<file path="config.mk">
export PLATFORM = sky130hd
export DESIGN_NAME = ebs_ctrl
export DESIGN_NICKNAME = d
export VERILOG_FILES = /design/src/hw/rtl/ebs_pkg.sv /design/src/hw/rtl/ebs_ctrl.sv
export SDC_FILE = /design/constraint.sdc
export NUM_CORES = 1
export LEC_CHECK = 0
export BUFFER_PORTS_ARGS = -buffer_cell sky130_fd_sc_hd__buf_2
export CELL_PAD_IN_SITES_DETAIL_PLACEMENT = 0
export CELL_PAD_IN_SITES_GLOBAL_PLACEMENT = 2
export CORE_MARGIN = 2
export CORE_UTILIZATION = 22
export CTS_CLUSTER_SIZE = 24
export DETAILED_ROUTE_END_ITERATION = 10
export GPL_ROUTABILITY_DRIVEN = 0
export PLACE_DENSITY_LB_ADDON = 0.1
export SLEW_MARGIN = 0
export SYNTH_ARGS = -nofsm -noshare
export SYNTH_HDL_FRONTEND = slang
export SYNTH_SLANG_ARGS = --single-unit
</file>
<file path="constraint.sdc">
create_clock -name clk -period 2.93 [get_ports clk]
set_clock_uncertainty 0.05 [all_clocks]
set_input_delay 0.1465 -clock clk [delete_from_list [all_inputs] [get_ports clk]]
set_output_delay 0.1465 -clock clk [all_outputs]
set_load 0.05 [all_outputs]
</file>
<file path="src/hw/rtl/ebs_pkg.sv">
// Shared constants, codes and controller/datapath interface types for energy_bin_search.
`default_nettype none

package ebs_pkg;

	localparam int unsigned TABLE_ENTRIES_DEF = 1024;

	localparam int unsigned ENERGY_W = 32;
	localparam int unsigned INDEX_W  = 10;
	localparam int unsigned CFG_W    = 11;
	localparam int unsigned BIN_W    = 10;

	localparam logic FUNC_WRITE  = 1'b0;
	localparam logic FUNC_SEARCH = 1'b1;

	// read address select
	localparam logic [1:0] RDS_LAST  = 2'd0;
	localparam logic [1:0] RDS_FIRST = 2'd1;
	localparam logic [1:0] RDS_SPAN  = 2'd2;
	localparam logic [1:0] RDS_NEXT  = 2'd3;

	// result select
	localparam logic [1:0] RES_LAST  = 2'd0;
	localparam logic [1:0] RES_ZERO  = 2'd1;
	localparam logic [1:0] RES_LO    = 2'd2;
	localparam logic [1:0] RES_FINAL = 2'd3;

	typedef struct packed {
		logic       wr_en;
		logic       search_ld;
		logic       rd_en;
		logic [1:0] rd_sel;
		logic       mid_ld;
		logic       step_upd;
		logic       res_ld;
		logic [1:0] res_sel;
		logic       out_ld;
	} ebs_cmd_t;

	typedef struct packed {
		logic e_lt;       // energy below probed edge
		logic e_gt;       // energy above probed edge
		logic span_zero;  // hi == lo
		logic span_one;   // hi - lo == 1
		logic next_one;   // span after this step is one
	} ebs_status_t;

endpackage

`default_nettype wire

</file>
<file path="src/hw/rtl/ebs_ctrl.sv">
// Sequencer for table writes, boundary checks and bisection of a search.
`default_nettype none

module ebs_ctrl import ebs_pkg::*; (
	input  wire logic        clk,
	input  wire logic        arst_n,
	input  wire logic        req_valid,
	output logic             req_stall,
	input  wire logic        func,
	output logic             rsp_valid,
	input  wire logic        rsp_stall,
	input  wire ebs_status_t status,
	output ebs_cmd_t         cmd
);

	localparam logic [2:0] S_IDLE  = 3'd0;
	localparam logic [2:0] S_LAST  = 3'd1;
	localparam logic [2:0] S_FIRST = 3'd2;
	localparam logic [2:0] S_STEP  = 3'd3;
	localparam logic [2:0] S_FINAL = 3'd4;
	localparam logic [2:0] S_OUT   = 3'd5;

	logic [2:0] state_q, state_d;
	logic       rsp_valid_q;
	logic       out_free;

	assign out_free  = !rsp_valid_q || !rsp_stall;
	assign req_stall = (state_q != S_IDLE);
	assign rsp_valid = rsp_valid_q;

	always_comb begin
		cmd     = '0;
		state_d = state_q;
		case (state_q)
			S_IDLE: begin
				if (req_valid) begin
					if (func == FUNC_SEARCH) begin
						cmd.search_ld = 1'b1;
						cmd.rd_en     = 1'b1;
						cmd.rd_sel    = RDS_LAST;
						state_d       = S_LAST;
					end else begin
						cmd.wr_en = 1'b1;
					end
				end
			end
			S_LAST: begin
				if (status.e_lt) begin
					cmd.res_ld  = 1'b1;
					cmd.res_sel = RES_LAST;
					state_d     = S_OUT;
				end else begin
					cmd.rd_en  = 1'b1;
					cmd.rd_sel = RDS_FIRST;
					state_d    = S_FIRST;
				end
			end
			S_FIRST: begin
				if (status.e_gt) begin
					cmd.res_ld  = 1'b1;
					cmd.res_sel = RES_ZERO;
					state_d     = S_OUT;
				end else if (status.span_zero) begin
					// single-entry table
					cmd.res_ld  = 1'b1;
					cmd.res_sel = RES_LO;
					state_d     = S_OUT;
				end else begin
					cmd.rd_en  = 1'b1;
					cmd.rd_sel = RDS_SPAN;
					cmd.mid_ld = 1'b1;
					state_d    = status.span_one ? S_FINAL : S_STEP;
				end
			end
			S_STEP: begin
				cmd.step_upd = 1'b1;
				cmd.rd_en    = 1'b1;
				cmd.rd_sel   = RDS_NEXT;
				state_d      = status.next_one ? S_FINAL : S_STEP;
			end
			S_FINAL: begin
				cmd.res_ld  = 1'b1;
				cmd.res_sel = RES_FINAL;
				state_d     = S_OUT;
			end
			S_OUT: begin
				if (out_free) begin
					cmd.out_ld = 1'b1;
					state_d    = S_IDLE;
				end
			end
			default: begin
				state_d = S_IDLE;
			end
		endcase
	end

	always_ff @(posedge clk or negedge arst_n) begin
		if (!arst_n) begin
			state_q     <= S_IDLE;
			rsp_valid_q <= 1'b0;
		end else begin
			state_q <= state_d;
			if (cmd.out_ld) begin
				rsp_valid_q <= 1'b1;
			end else if (!rsp_stall) begin
				rsp_valid_q <= 1'b0;
			end
		end
	end

endmodule

`default_nettype wire

</file>
# Word level (Yosys, flattened, before mapping)

Index checks and enable logic that the tools add are counted.

Logic and storage cells: 44
Input bits: 10
Output and inout bits: 13
Flip-flop bits (word level): 4

Muxes and demuxes: 27
Eq/ne operators: 9
Reduce and logical (&&, ||, !) cells: 6

Operators with widths:

| cell                                                                   | count |
|---|---|
| 3-bit 2-to-1 mux                                                       | 12 |
| 3-bit case mux with 6 select lines                                     | 1 |
| 4-bit 2-to-1 mux                                                       | 3 |
| 3-bit case mux with 4 select lines                                     | 1 |
| 3-bit case mux with 3 select lines                                     | 1 |
| 1-bit 2-to-1 mux                                                       | 7 |
| 3-bit by 2-bit equality test with 1-bit output (second input constant) | 2 |
| 3-bit equality test (second input constant)                            | 2 |
| 2-bit != test (second input constant)                                  | 3 |
| 5-bit 2-to-1 mux                                                       | 1 |
| 3-bit by 1-bit equality test with 1-bit output (second input constant) | 1 |
| 3-bit logical NOT                                                      | 1 |
| 3-bit AND reduction                                                    | 1 |
| 3-bit nonzero test                                                     | 1 |
| 1-bit logical NOT                                                      | 2 |
| 2-bit 2-to-1 mux                                                       | 1 |
| 2-bit by 1-bit != test with 1-bit output (second input constant)       | 1 |
| 1-bit logical OR                                                       | 1 |

# Logic depth before layout (Yosys ltp)

Depth in word-level cells: 5
Mapped depth: 5
Mapped depth without buffers: 4

# Least setup slack after synthesis

No wires, ideal clock.

Path type: reg2out
From: register state_q[1]
To: output cmd[10] (netlist bit)
Buffers on the path: 1
Arrival: 2152 ps
Slack: 582 ps
Data required time: 2734 ps
Stages on the path, launching flop included: 4
Cells stage by stage: dfrtp_1 > buf_6 > or3_4 > nor3b_1

RTL lines:

| what                   | RTL line        | text |
|---|---|---|
| from (decl)            | ebs_ctrl.sv:23  | `logic [2:0] state_q, state_d;` |
| from (signal assigned) | ebs_ctrl.sv:103 | `state_q <= state_d;` |
| to (decl)              | ebs_ctrl.sv:13  | `output ebs_cmd_t cmd` |

==> results_dict.tcl <==
set metrics [dict create \
    vias_per_cell 4.386 \
    slew_violations 0 \
    cellLeakagePower_nw 0.2831 \
    synth_top_area_share_pct 25.16 \
    cts-resized-gates 0 \
    outcome "finished clean" \
    tritoncts "done" \
    cp.arrival_ns 1.72 \
    syn_inst 52 \
    dr_total_vias 443 \
    synth-seq-area-share_pct 25.16 \
    core_area_um2 1708 \
    maxCapViolCount 0 \
    use_met3_pct 4.706 \
    syn-num-nets 62 \
    area_growth_pct 39.62 \
    clk_pin_slew_ns 0.03 \
    crit_required_ns 2.73 \
    dr.pass1.iters 4 \
    holdBufCountCts 1 \
    fin_util_pct 32.53 \
    final_layout_size_suffix_gt1_share_pct 43.42 \
    fmax_mhz 522.1 \
    grt_pass1_wl_um 1773 \
    rsz0062_at_grt "false" \
    n_fill_cell 198 \
    synth_top_cells_by_area "dfrtp_1 25%, nor2_1 7.5%, nand2_1 6.6%" \
    ys.warnings.count 0 \
    grt_most_used_layer "met2" \
    synth_edf_count 0 \
    clk_latency_ns 0.23 \
    n_antenna_cell 0 \
    synth_area_leader_cell "dfrtp_1" \
    grt_overflow 0 \
    cts_root_buf "clkbuf_4" \
    hold_class "in -> reg" \
    drtIter0Drc 3 \
    antenna_found_initial 0 \
    worst_pin_slew_ns 0.4895 \
    p_per_area_nw_per_um2 1328 \
    drc 0 \
    postCtsSetupBuffers 0 \
    grt_max_degree 16 \
    h-tree-depth 1 \
    synth_area_um2 397.9 \
    io_pins 23 \
    setup_viol 0 \
    numPortBuffers 22 \
    ys_ff_latch 4 \
    grtUsageMet2_pct 18.06 \
    routed_wl_um 1086 \
    async_reset_ff_share_pct 100.0 \
    routedWlPerCell_um 10.75 \
    rows 15 \
    relSlewSlack_pct 67.36 \
    yosysMostFrequentCell "nor2_1" \
    cpMaxStageDelayCell "dfrtp_1" \
    grt_usage_pct 11.91 \
    cts_buffers 3 \
    synth_ff_type "dfrtp_1" \
    fin_crit_sh_pct 65.37 \
    seq_area_um2 100.1 \
    multi_input_area_um2 274.0 \
    antenna_left 0 \
    ys_types 26 \
    critical_path_class "reg -> out" \
    crit_chain "or3_4, nor3b_1, buf_2" \
    synthTopCellsByCount "8 x nor2_1, 7 x nand2_1, 4 x a21oi_1, 4 x dfrtp_1" \
    cp-start-kind "register" \
    met1_usage_pct 15.49 \
    clk_path_buf_depth 2 \
    initial_core_util_pct 23.30 \
    cts_sinks 4 \
    irDropWorstVdd_mv 0.4739 \
    slowest_delay_ns 0.54 \
    hold_viol_final 0 \
    finalNetCount 88 \
    setup_tns_ns 0 \
    die_w_um 46.53 \
    path_max_fanout 15 \
    grt_pass1_vias 394 \
    postSynthAreaPerCell_um2 7.652 \
    die_h_um 46.53 \
    crit_path_end_kind "primary output" \
    dieArea_um2 2165 \
    min_period_ns 1.915 \
]
==> final cells by class <==
| class | count | area share, % |
|---|---|---|
| inverters | 2 | 1.351 |
| well taps | 25 | 5.631 |
| flip-flops and latches | 4 | 18.02 |
| repair buffers | 23 | 21.62 |
| multi-input cells | 44 | 49.32 |
| clock buffers | 3 | 4.054 |
==> sequential cells by signal, indices dropped and copies added (netlist names) <==
signal	count
rsp_valid	1
state_q	3
==> worst paths after layout <==
| check | start | endpoint | slack [ns] | cells past startpoint |
|---|---|---|---|---|
| worst max-delay path | state_q[0] | cmd[10] | 1.01 | 3 |
| worst min-delay path | rsp_stall | rsp_valid | 0.12 | 3 |
| worst max register to register | state_q[0] | state_q[0] | 1.46 | 4 |
| worst min register to register | rsp_valid | rsp_valid | 0.49 | 2 |
| max in group asynchronous | arst_n | state_q[0] | 2.50 | 2 |
| min in group asynchronous | arst_n | state_q[1] | 0.20 | 2 |
==> stage by stage <==
| stage | total power [W] | cell area (um2) | worst slack [ns] | hold slack [ns] | std cells |
|---|---|---|---|---|---|
| 2_1_floorplan | 0.0005778 | 397.9 | 0.5816 | -0.1991 | 52 |
| 3_3_place_gp | 0.0006779 | 523.0 | 1.262 | -0.09711 | 97 |
| 3_5_place_dp | 0.0006772 | 523.0 | 1.250 | -0.09454 | 97 |
| 4_1_cts | 0.0007481 | 555.5 | 1.002 | 0.1119 | 101 |
| 5_1_grt | 0.0007968 | 555.5 | 0.9263 | 0.1491 | 101 |
| 6_report | 0.0007375 | 555.5 | 1.015 | 0.1195 | 101 |
==> critical path, delay by kind of cell (launching register included) <==
kind | cells | cell delay [ns]
simple gates | 2 | 0.65
flops | 1 | 0.54
buf+inv | 1 | 0.29
==> report_power, final <==
part,total [W],switching [W],leakage [nW],internal (W)
sequential,0.000142,0.0000625,0.0511,0.0000797
combinational,0.000529,0.000367,0.218,0.000162
clock,0.0000663,0.0000207,0.0138,0.0000457
total,0.000737,0.000450,0.283,0.000287
==> routing by layer <==
metal / wire, um / vias up
li1: - / 234
met1: 516 / 193
met2: 492 / 16
met3: 77 / 0
met4: 0 / 0
met5: 0 / -
==> kinds of logic (layout without fill, tap and decap cells) <==
| group | count (synthesis) | in the layout | synth area share [%] |
|---|---|---|---|
| compound gates | 13 | 13 | 20.76 |
| buf+inv | 4 | 28 | 5.974 |
| flops | 4 | 4 | 25.16 |
| simple gates | 31 | 31 | 48.11 |
==> cells in the final DEF (no fill, tap or decap), drive strengths merged <==
| cell type | count |
|---|---|
| dlygate4sd3 | 1 |
| nand2b | 4 |
| buf | 22 |
| o22ai | 1 |
| nor4 | 1 |
| a221oi | 1 |
| nand2 | 7 |
| nor2 | 9 |
| or3 | 3 |
| o2bb2ai | 1 |
| o221ai | 1 |
| dfrtp | 4 |
| a32oi | 1 |
| o21ai | 3 |
| a21oi | 4 |
| inv | 2 |
| clkbuf | 3 |
| a31oi | 1 |
| and2b | 2 |
| and2 | 2 |
| nor3b | 1 |
| nor2b | 2 |
Power figures use the tool's default switching activity.
